[config.mk]
export PLATFORM = sky130hd
export DESIGN_NAME = key_matrix_scan_debounce
export DESIGN_NICKNAME = d
export VERILOG_FILES = /design/src/hw/rtl/kmsd_pkg.sv /design/src/hw/rtl/kmsd_queue.sv /design/src/hw/rtl/kmsd_front.sv /design/src/hw/rtl/kmsd_back.sv /design/src/hw/rtl/key_matrix_scan_debounce.sv
export SDC_FILE = /design/constraint.sdc
export NUM_CORES = 1
export LEC_CHECK = 0
export BUFFER_PORTS_ARGS = -buffer_cell sky130_fd_sc_hd__clkbuf_2
export CAP_MARGIN = 20
export CORE_MARGIN = 3
export CORE_UTILIZATION = 45
export DETAILED_ROUTE_END_ITERATION = 16
export PLACE_DENSITY = 0.59
export SYNTH_ARGS = -nofsm -noshare
export SYNTH_HDL_FRONTEND = slang
export SYNTH_SLANG_ARGS = --single-unit
[constraint.sdc]
create_clock -name clk_i -period 12.15 [get_ports clk_i]
set_input_delay 1.8225 -clock clk_i [delete_from_list [all_inputs] [get_ports clk_i]]
set_output_delay 1.8225 -clock clk_i [all_outputs]
set_load 0.005 [all_outputs]
[src/hw/rtl/kmsd_pkg.sv]
package kmsd_pkg;

  localparam int ROWS = 8;
  localparam int COLS = 16;

  localparam int ROW_W   = 3;
  localparam int COL_W   = 16;
  localparam int EXP_W   = 8;
  localparam int TIME_W  = 16;
  localparam int DEB_W   = 8;
  localparam int RETRY_W = 8;

  localparam int CFG_IDX_W  = 2;
  localparam int CFG_DATA_W = 16;

  localparam int QUEUE_DEPTH = 2;
  localparam int QPTR_W      = $clog2(QUEUE_DEPTH);
  localparam int QCNT_W      = QPTR_W + 1;

  localparam logic [DEB_W-1:0] DEBOUNCE_RESET = DEB_W'(5);
  localparam logic [EXP_W-1:0] EXP_MASK_RESET = '0;
  localparam logic [COL_W-1:0] OB_MASK_RESET  = '1;

  // Columns beyond COLS never show up in a row.
  localparam logic [COL_W-1:0] ROW_MASK =
    (COLS >= COL_W) ? {COL_W{1'b1}} : COL_W'((64'd1 << COLS) - 64'd1);

  localparam logic [ROW_W-1:0] FIRST_ROW = '0;
  localparam logic [ROW_W-1:0] LAST_ROW  = ROW_W'(ROWS - 1);

  typedef enum logic [CFG_IDX_W-1:0] {
    CFG_DEBOUNCE_MS = 2'd0,
    CFG_EXP_MASK    = 2'd1,
    CFG_OB_MASK     = 2'd2
  } cfg_reg_e;

  typedef struct packed {
    logic [DEB_W-1:0] debounce_ms;
    logic [EXP_W-1:0] expander_col_mask;
    logic [COL_W-1:0] onboard_col_mask;
  } cfg_t;

  // One classified row reading as it waits between front and back.
  typedef struct packed {
    logic              in_range;
    logic [ROW_W-1:0]  row_index;
    logic [EXP_W-1:0]  exp_bits;
    logic              expander_ack;
    logic [COL_W-1:0]  ob_bits;
    logic [TIME_W-1:0] now_ms;
  } item_t;

  typedef struct packed {
    logic [COL_W-1:0] debounced_row;
    logic             raw_changed;
    logic             committed;
    logic             expander_fault;
    logic             retry_request;
  } result_t;

endpackage

[src/hw/rtl/kmsd_queue.sv]
module kmsd_queue
  import kmsd_pkg::*;
(
  input  logic  clk_i,
  input  logic  rst_ni,
  input  logic  push_i,
  input  item_t item_i,
  output logic  full_o,
  input  logic  pop_i,
  output item_t item_o,
  output logic  empty_o
);

  item_t             slot_q [QUEUE_DEPTH];
  logic [QPTR_W-1:0] wr_ptr_q, wr_ptr_d;
  logic [QPTR_W-1:0] rd_ptr_q, rd_ptr_d;
  logic [QCNT_W-1:0] cnt_q, cnt_d;
  logic              do_push;
  logic              do_pop;

  assign full_o  = (cnt_q == QCNT_W'(QUEUE_DEPTH));
  assign empty_o = (cnt_q == '0);
  assign item_o  = slot_q[rd_ptr_q];
  assign do_push = push_i && !full_o;
  assign do_pop  = pop_i && !empty_o;

  // The depth is a power of two, so the pointers wrap on their own.
  always_comb begin
    wr_ptr_d = do_push ? wr_ptr_q + 1'b1 : wr_ptr_q;
    rd_ptr_d = do_pop ? rd_ptr_q + 1'b1 : rd_ptr_q;
    cnt_d    = cnt_q + QCNT_W'(do_push) - QCNT_W'(do_pop);
  end

  always_ff @(posedge clk_i or negedge rst_ni) begin
    if (!rst_ni) begin
      wr_ptr_q <= '0;
      rd_ptr_q <= '0;
      cnt_q    <= '0;
    end else begin
      wr_ptr_q <= wr_ptr_d;
      rd_ptr_q <= rd_ptr_d;
      cnt_q    <= cnt_d;
    end
  end

  always_ff @(posedge clk_i) begin
    if (do_push) begin
      slot_q[wr_ptr_q] <= item_i;
    end
  end

endmodule

[src/hw/rtl/kmsd_front.sv]
module kmsd_front
  import kmsd_pkg::*;
(
  input  cfg_t              cfg_i,
  input  logic [ROW_W-1:0]  row_index_i,
  input  logic [EXP_W-1:0]  expander_levels_i,
  input  logic              expander_ack_i,
  input  logic [COL_W-1:0]  onboard_levels_i,
  input  logic [TIME_W-1:0] now_ms_i,
  output item_t             item_o
);

  // Levels are active low; invert, then keep only the columns each source owns, and flag rows outside the matrix.
  always_comb begin
    item_o.in_range     = ({1'b0, row_index_i} < (ROW_W + 1)'(ROWS));
    item_o.row_index    = row_index_i;
    item_o.exp_bits     = ~expander_levels_i & cfg_i.expander_col_mask;
    item_o.expander_ack = expander_ack_i;
    item_o.ob_bits      = ~onboard_levels_i & cfg_i.onboard_col_mask & ROW_MASK;
    item_o.now_ms       = now_ms_i;
  end

endmodule

[src/hw/rtl/kmsd_back.sv]
module kmsd_back
  import kmsd_pkg::*;
(
  input  logic             clk_i,
  input  logic             rst_ni,
  input  logic [DEB_W-1:0] debounce_ms_i,
  input  logic             valid_i,
  input  item_t            item_i,
  output logic             take_o,
  output result_t          result_o,
  output logic             empty_o,
  input  logic             pop_i
);

  logic [COL_W-1:0]   raw_q [ROWS];
  logic [COL_W-1:0]   raw_d [ROWS];
  logic [COL_W-1:0]   stable_q [ROWS];
  logic [COL_W-1:0]   stable_d [ROWS];
  logic               settling_q, settling_d;
  logic [TIME_W-1:0]  settle_start_q, settle_start_d;
  logic               fault_q, fault_d;
  logic [RETRY_W-1:0] retry_cnt_q, retry_cnt_d;

  result_t            obuf_q [QUEUE_DEPTH];
  logic [QPTR_W-1:0]  owr_ptr_q, ord_ptr_q;
  logic [QCNT_W-1:0]  ocnt_q;
  logic               out_pop;

  logic               upd;
  logic [ROW_W-1:0]   row;
  logic [RETRY_W-1:0] retry_inc;
  logic               retry_hit;
  logic               flag_a;
  logic               flag_b;
  logic [COL_W-1:0]   raw;
  logic               changed;
  logic               settling_a;
  logic [TIME_W-1:0]  start_a;
  logic [TIME_W-1:0]  elapsed;
  logic               commit;
  result_t            res;

  assign take_o  = valid_i && (ocnt_q != QCNT_W'(QUEUE_DEPTH));
  assign empty_o = (ocnt_q == '0);
  assign out_pop = pop_i && !empty_o;
  assign result_o = obuf_q[ord_ptr_q];

  always_comb begin
    row = item_i.row_index;
    upd = take_o && item_i.in_range;

    retry_inc = retry_cnt_q + 1'b1;
    retry_hit = (row == FIRST_ROW) && fault_q && (retry_inc == '0);
    // A retry hands the fault flag to this item's acknowledge.
    flag_a = retry_hit ? !item_i.expander_ack : fault_q;
    flag_b = flag_a || !item_i.expander_ack;

    raw = item_i.ob_bits;
    if (!flag_a && item_i.expander_ack) begin
      raw = raw | (COL_W'(item_i.exp_bits) & ROW_MASK);
    end

    changed    = (raw != raw_q[row]);
    settling_a = settling_q || changed;
    start_a    = changed ? item_i.now_ms : settle_start_q;
    elapsed    = item_i.now_ms - start_a;
    commit     = (row == LAST_ROW) && settling_a &&
                 (elapsed > TIME_W'(debounce_ms_i));

    for (int i = 0; i < ROWS; i++) begin
      raw_d[i] = (upd && (row == ROW_W'(i))) ? raw : raw_q[i];
    end
    for (int i = 0; i < ROWS; i++) begin
      stable_d[i] = (upd && commit) ? raw_d[i] : stable_q[i];
    end

    settling_d     = settling_q;
    settle_start_d = settle_start_q;
    fault_d        = fault_q;
    retry_cnt_d    = retry_cnt_q;
    if (upd) begin
      settling_d     = settling_a && !commit;
      settle_start_d = start_a;
      fault_d        = flag_b;
      if ((row == FIRST_ROW) && fault_q) begin
        retry_cnt_d = retry_inc;
      end
    end

    if (item_i.in_range) begin
      res.debounced_row  = stable_d[row];
      res.raw_changed    = changed;
      res.committed      = commit;
      res.expander_fault = flag_b;
      res.retry_request  = retry_hit;
    end else begin
      res.debounced_row  = '0;
      res.raw_changed    = 1'b0;
      res.committed      = 1'b0;
      res.expander_fault = fault_q;
      res.retry_request  = 1'b0;
    end
  end

  always_ff @(posedge clk_i or negedge rst_ni) begin
    if (!rst_ni) begin
      for (int i = 0; i < ROWS; i++) begin
        raw_q[i]    <= '0;
        stable_q[i] <= '0;
      end
      settling_q     <= 1'b0;
      settle_start_q <= '0;
      fault_q        <= 1'b0;
      retry_cnt_q    <= '0;
      owr_ptr_q      <= '0;
      ord_ptr_q      <= '0;
      ocnt_q         <= '0;
    end else begin
      raw_q          <= raw_d;
      stable_q       <= stable_d;
      settling_q     <= settling_d;
      settle_start_q <= settle_start_d;
      fault_q        <= fault_d;
      retry_cnt_q    <= retry_cnt_d;
      owr_ptr_q      <= take_o ? owr_ptr_q + 1'b1 : owr_ptr_q;
      ord_ptr_q      <= out_pop ? ord_ptr_q + 1'b1 : ord_ptr_q;
      ocnt_q         <= ocnt_q + QCNT_W'(take_o) - QCNT_W'(out_pop);
    end
  end

  always_ff @(posedge clk_i) begin
    if (take_o) begin
      obuf_q[owr_ptr_q] <= res;
    end
  end

endmodule

[src/hw/rtl/key_matrix_scan_debounce.sv]
// A row reading pushed into the input queue waits there until the back end takes it, then
// moves to the result buffer and shows on the result ports from then on until popped.
// Throughput: one item per cycle while the result buffer has room, set by the back end
// updating its state as it takes each item.
// Reset (rst_ni low, asynchronous) empties both queues, clears the raw and debounced
// matrices, the settle timer, the fault flag and the retry counter, and loads 5/0/all ones.
module key_matrix_scan_debounce
  import kmsd_pkg::*;
(
  input  logic                  clk_i,
  input  logic                  rst_ni,

  // Configuration write port.
  input  logic                  cfg_we_i,
  input  logic [CFG_IDX_W-1:0]  cfg_index_i,
  input  logic [CFG_DATA_W-1:0] cfg_wdata_i,

  // Row readings.
  input  logic                  push,
  output logic                  full,
  input  logic [ROW_W-1:0]      row_index_i,
  input  logic [EXP_W-1:0]      expander_levels_i,
  input  logic                  expander_ack_i,
  input  logic [COL_W-1:0]      onboard_levels_i,
  input  logic [TIME_W-1:0]     now_ms_i,

  // Results.
  output logic                  empty,
  input  logic                  pop,
  output logic [COL_W-1:0]      debounced_row_o,
  output logic                  raw_changed_o,
  output logic                  committed_o,
  output logic                  expander_fault_o,
  output logic                  retry_request_o
);

  // Configuration registers: debounce 5 ms, expander mask 0 and onboard mask all
  // ones after reset. The user must write them only while the block is idle; the block
  // does not enforce this, and the front and back ends use them without any shadowing.
  cfg_t cfg_q, cfg_d;

  always_comb begin
    cfg_d = cfg_q;
    if (cfg_we_i) begin
      case (cfg_reg_e'(cfg_index_i))
        CFG_DEBOUNCE_MS: cfg_d.debounce_ms       = cfg_wdata_i[DEB_W-1:0];
        CFG_EXP_MASK:    cfg_d.expander_col_mask = cfg_wdata_i[EXP_W-1:0];
        CFG_OB_MASK:     cfg_d.onboard_col_mask  = cfg_wdata_i[COL_W-1:0];
        default:         cfg_d = cfg_q;
      endcase
    end
  end

  always_ff @(posedge clk_i or negedge rst_ni) begin
    if (!rst_ni) begin
      cfg_q.debounce_ms       <= DEBOUNCE_RESET;
      cfg_q.expander_col_mask <= EXP_MASK_RESET;
      cfg_q.onboard_col_mask  <= OB_MASK_RESET;
    end else begin
      cfg_q <= cfg_d;
    end
  end

  // The front end inverts and masks the column levels and flags rows that
  // lie outside the matrix. This needs no state, so it runs on the port side
  // of the queue and every waiting item is already classified.
  item_t front_item;

  kmsd_front u_front (
    .cfg_i             (cfg_q),
    .row_index_i       (row_index_i),
    .expander_levels_i (expander_levels_i),
    .expander_ack_i    (expander_ack_i),
    .onboard_levels_i  (onboard_levels_i),
    .now_ms_i          (now_ms_i),
    .item_o            (front_item)
  );

  // A short queue parts the input handshake from the back end, so a stalled
  // result side does not reach the input until the queue fills.
  item_t q_item;
  logic  q_empty;
  logic  q_take;

  kmsd_queue u_queue (
    .clk_i   (clk_i),
    .rst_ni  (rst_ni),
    .push_i  (push),
    .item_i  (front_item),
    .full_o  (full),
    .pop_i   (q_take),
    .item_o  (q_item),
    .empty_o (q_empty)
  );

  // The back end holds the raw and debounced matrices, the global settle
  // timer and the expander fault and retry logic. It takes one item per
  // cycle while its result buffer has room and writes the result there.
  result_t res;

  kmsd_back u_back (
    .clk_i         (clk_i),
    .rst_ni        (rst_ni),
    .debounce_ms_i (cfg_q.debounce_ms),
    .valid_i       (!q_empty),
    .item_i        (q_item),
    .take_o        (q_take),
    .result_o      (res),
    .empty_o       (empty),
    .pop_i         (pop)
  );

  assign debounced_row_o  = res.debounced_row;
  assign raw_changed_o    = res.raw_changed;
  assign committed_o      = res.committed;
  assign expander_fault_o = res.expander_fault;
  assign retry_request_o  = res.retry_request;

endmodule

# Word level (Yosys, flattened, before mapping)

Memory sizes are Yosys's and may differ from the RTL's.
Cells that the tools add are included.

Add/subtract/negate cells: 10
Magnitude comparators: 2
Equality and inequality tests: 12
Multiplexer cells: 30
Bitwise gates (word level): 6
Reduce and logical (&&, ||, !) cells: 37

Operators with widths:

| cell                  | count |
|---|---|
| $mux W16              | 22 |
| $bmux W16 S3          | 2 |
| $mux W20              | 1 |
| $logic_and A1 B1 Y1   | 19 |
| $and A16 B16 Y16      | 1 |
| $gt A16 B8 Y1         | 1 |
| $ne A16 B16 Y1        | 1 |
| $not A16 Y16          | 1 |
| $or A16 B8 Y16        | 1 |
| $sub A16 B16 Y16      | 1 |
| $eq A3 B3 Y1 const B  | 4 |
| $add A8 B1 Y8 const B | 1 |
| $and A8 B8 Y8         | 1 |
| $logic_not A8 Y1      | 1 |
| $not A8 Y8            | 1 |
| $reduce_and A2 Y1     | 4 |
| $eq A3 B2 Y1 const B  | 2 |
| $logic_not A1 Y1      | 6 |
| $logic_not A2 Y1      | 3 |
| $mux W1               | 5 |
| $add A1 B1 Y1 const B | 4 |
| $add A2 B1 Y2         | 2 |
| $eq A2 B2 Y1 const B  | 2 |
| $ge A4 B4 Y1 const B  | 1 |
| 8 further kinds       | 10 |

Bits in registers: 322
RAM bits: 128
Bits of input ports: 67
Output and inout port bits: 22
Word-level logic and storage cells: 128
Memories kept: 2

Memories:

| memory         | words | width | rd ports | clocked after memory_dff | wr ports | RTL line         | RTL |
|---|---|---|---|---|---|---|---|
| u_queue.slot_q | 2     | 44    | 1        | 0                        | 1        | kmsd_queue.sv:14 | `item_t slot_q [QUEUE_DEPTH];` |
| u_back.obuf_q  | 2     | 20    | 1        | 0                        | 1        | kmsd_back.sv:24  | `result_t obuf_q [QUEUE_DEPTH];` |

# Longest topological paths before layout

An unclocked memory read counts as a cell.

Depth in word-level cells: 19
Mapped depth: 40
Mapped depth without buffers: 33

# By module

From an unflattened synthesis, not the netlist that was laid out.

Cells, all modules: 1609
Area total of the unflattened synthesis: 21724.6 um^2

Modules (own cells, without submodules):

| module                   | times used | cells an instance | area an instance (um^2) | sequential area each (um^2) |
|---|---|---|---|---|
| kmsd_back                | 1          | 1336              | 16339.4                 | 8358.0 |
| kmsd_queue               | 1          | 158               | 3644.7                  | 2802.7 |
| key_matrix_scan_debounce | 1          | 69                | 1248.7                  | 823.3 |
| kmsd_front               | 1          | 46                | 491.7                   | 0.0 |

# Least setup slack after synthesis

Ideal clock, no wire load.

Path kind: register to register
Start: memory u_queue.slot_q[0][41] (netlist bit)
End: memory u_back.obuf_q[0][12] (netlist bit), data pin
Library setup time: 260 ps
Arrival time: 7539 ps
Data required time: 11890 ps
Setup slack: 4351 ps
Stages on the path, launching flop included: 37
Path buffers: 4
Clock period less this slack: 7799 ps
Path through: edfxtp_1 or3_1 clkbuf_1 a211oi_4 o2111ai_2 o211a_1 or3_1 and4b_1 and4_1 nand3_1 buf_2 buf_1 nor2_1 a21oi_1 ha_1 inv_1 fa_1 a211oi_1 nor2_1 o21a_1 nor2_1 xnor2_1 ha_1 a21o_1 a21oi_1 a32o_1 a31oi_1 a2111oi_0 and4_1 and4_1 nand3_1 a21oi_4 nor2_2 buf_6 mux2_4 a221o_1 a22o_1

RTL lines:

| item        | RTL line |
|---|---|
| from (decl) | kmsd_queue.sv:14 |
| to (decl)   | kmsd_back.sv:24 |

==> summary.md <==
| Metric | Value |
|---|---|
| CTS Hold Bufs | 0 |
| Port-buffer cells | 88 |
| Post-synthesis cell type count | 79 |
| Hold EP | u_back.stable_q[39]$_DFF_PN0_ |
| Crit-path max cell delay | approximately 0.83 ns |
| CP Capture Type | register |
| Period utilization | 0.800 |
| Worst Tran Pin Value | about 1.1 ns |
| Slew headroom | 0.246 |
| Number of core rows | 77 |
| Placed Instances | 2352 |
| Per-cell routed wire length | 23.0 microns |
| Slowest cell on crit path | and2_1 |
| Pwr Density | 288 nW/um^2 |
| R2R Setup Slk | 2.43 ns |
| Post-DP HPWL | between 30000 and 40000 microns |
| Startpoint type of the worst setup path | register |
| Worst r2r path cells | 33 |
| Most frequent cell after synthesis | dfrtp_1 |
| Final core utilization | 0.522 |
| Initial antenna violation count | 0 |
| Post-Synth XOR/XNOR Area | 0.0161 |
| WHS | 0.491 ns |
| Area grow syn2layout | 13.2% |
| Core Footprint | between 40000 and 50000 sq um |
| GPL Wtd Cong | 0.930 |
| Setup Fix Bufs, Post-CTS | 0 |
| Fmax | about 100 MHz |
| CTS root buffer | clkbuf_16 |
| Total track usage | 0.236 |
| # resized after CTS | 0 |
| Setup violations, final | 0 |
| Final setup margin | 2.43 ns |
| DRC viols | 0 |
| Tot Pwr | 6.74 mW |
| Max H-tree Level | 2 |
| Mapped Cells | 1728 |
| First-pass GRT wire length | 87200 microns |
| Total gr overflow | 0 |
| Critical path peak fanout | 61 |
| Fin nets | 1908 |
| Overall via count from detail_route | 14100 |
| RR Endpoint | u_back.obuf_q[1][4]$_DFFE_PP_ |
| Clock buffer depth | 3 |
| Post-synthesis cell area | 20600 sq um |
| Area leader, netlist | dfrtp_1 |
| Main combinational cell family by area after synthesis | multiplexers |
| Die Height | 220 microns |
| Max Cap Violations | 0 |
| Die Wd | 220 microns |
| Fraction of final layout cells sized beyond drive strength 1 | 0.246 |
| CP delay by family, top | simple AND/OR/NAND/NOR gates |
| Syn Area/Cell | 11.9 sq um |
| Cells on Worst Hold Path | 1 |
| Pre-CTS setup slack | 2.48 ns |
| Worst Path Required | 12.40 ns |
| Status | completed |
| Fin cells | 2444 |
| Yosys reg bits | between 400 and 500 |
| Drt pass-1 iters | 6 |
| Top Ports | 89 |
| Synth top area cells | dfrtp_1, edfxtp_1, mux2_2 |
| Pins Over Slew Limit | 0 |
| Top_reg_cell synth | dfrtp_1 |
| CTS tree | yes |
| Synth top area share | 0.368 |
| Starting DRC count in detailed routing | 1287 |
| Num CTS Buffers | 48 |
| Synth Net Count | roughly 1800 |
| RSZ-0062 raised after global routing | no |
| Compound-Gate Fraction of Synth Area | 0.130 |
| DR vias/cell | approximately 5.8 |
| Final Skew | 0.0252 ns |
| Antenna Violating Nets Remaining | 0 |
| Largest net degree at the start of global routing | 93 |
| Clock Latency Late Sink | about 0.60 ns |
| Clock-pin transition on the worst setup and hold timing paths | 0.06 ns |
| Drt total wl | 56200 microns |
| Vias in the first global route | 14400 |
| Arr. time, crit path | 9.97 ns |
| DIE AREA | 48500 sq um |
| Min Clock Period, post-route | 9.72 ns |
| Mux contribution to synthesized area | 0.139 |
| Maximum vdd drop | 142 uV |
| Ant diodes | 0 |
| EDFF count, synth | 128 |
| Final hold violation count | 0 |
| Ys Warns | 0 |
| Adder-cell share of the synthesized area | 0.0179 |
| Fin Setup TNS | 0 ns |
| Worst Path Buf+Inv | 3 |
| Seq/Total Area, Yosys | 0.577 |
| Area after DPL | between 20000 and 25000 sq um |
| Worst r2r src | u_queue.slot_q[0][41]$_DFFE_PP_ |
| Crit path depth | 33 |
| Asr flop ratio synth | 0.716 |
| Critical hold path startpoint | u_back.stable_q[39]$_DFF_PN0_ |
| Pleak | 9.88 nW |
| Synth top cells by count | dfrtp_1, mux2_2, nand2_1 |
| Min-Delay Path Class | reg -> reg |
| CTS Sinks | 450 |
| Synth Area in Simple Gates | 0.0928 |
| Critical path class | reg -> reg |
| Initial Util | 0.461 |
| Final Cell Area | 23400 sq um |
==> sequential cells by signal (all words and copies together) (netlist names) <==
signal and flops:
u_back.ord_ptr_q 1, u_queue.wr_ptr_q 1, u_back.settling_q 1, u_queue.cnt_q 2
u_queue.slot_q 88, u_back.raw_q 128, u_back.settle_start_q 16, cfg_q 32
u_back.obuf_q 40, u_back.ocnt_q 2, u_back.owr_ptr_q 1, u_back.stable_q 128
u_queue.rd_ptr_q 1, u_back.retry_cnt_q 8, u_back.fault_q 1
==> placed cells by master (no fill, tap or decap), types with 33 or more instances in the layout <==
| cell | count |
|---|---|
| buf_4 | 41 |
| o21ai_0 | 148 |
| nor2_1 | 58 |
| clkbuf_16 | 51 |
| a21oi_1 | 88 |
| mux2i_1 | 43 |
| dfrtp_1 | 303 |
| clkbuf_2 | 87 |
| mux2_2 | 194 |
| nand2_1 | 190 |
| nor2b_1 | 33 |
| edfxtp_1 | 128 |
==> report_power, final <==
part	switching, mW	internal (mW)
clock	0.603	0.835
sequential	0.363	2.22
combinational	1.61	1.11
total	2.58	4.17
==> area by class of cell <==
cell class	instances	area [sq um]
multi-input combinational	1150	8220
fill	3947	21400
inverter	30	113
timing repair buffer	132	833
clock inverter	15	115
sequential	450	11900
tap	592	741
clock buffer	75	1440
==> cells by family after synthesis <==
group	after synthesis
compound gates	421
mux	254
fa+ha+maj	29
buf+inv	128
simple gates	408
xor+xnor	38
flops	450
==> worst max path at each step <==
stage                                     from                              to  slack, ns
2_1_floorplan  u_queue.slot_q[0][41]$_DFFE_PP_  u_back.obuf_q[0][12]$_DFFE_PP_       4.35
3_3_place_gp   u_queue.slot_q[1][41]$_DFFE_PP_   u_back.obuf_q[0][4]$_DFFE_PP_       2.70
3_5_place_dp   u_queue.slot_q[0][41]$_DFFE_PP_   u_back.obuf_q[1][4]$_DFFE_PP_       2.48
4_1_cts        u_queue.slot_q[1][41]$_DFFE_PP_   u_back.obuf_q[1][4]$_DFFE_PP_       2.46
5_1_grt        u_queue.slot_q[0][41]$_DFFE_PP_  u_back.obuf_q[1][13]$_DFFE_PP_       1.71
6_report       u_queue.slot_q[0][41]$_DFFE_PP_   u_back.obuf_q[1][4]$_DFFE_PP_       2.43
==> layer usage <==
layer  track usage  vias to the layer above  part of all wire  wire length (microns)
li1              -                     6508                 -                      -
met1         0.323                     7105              0.43                  24300
met2         0.390                      421              0.48                  27100
met3        0.0343                      109             0.054                   3060
met4        0.0751                        0             0.032                   1810
met5             0                        -                 0                      0
Note: power is estimated with default switching activity, not from simulation.
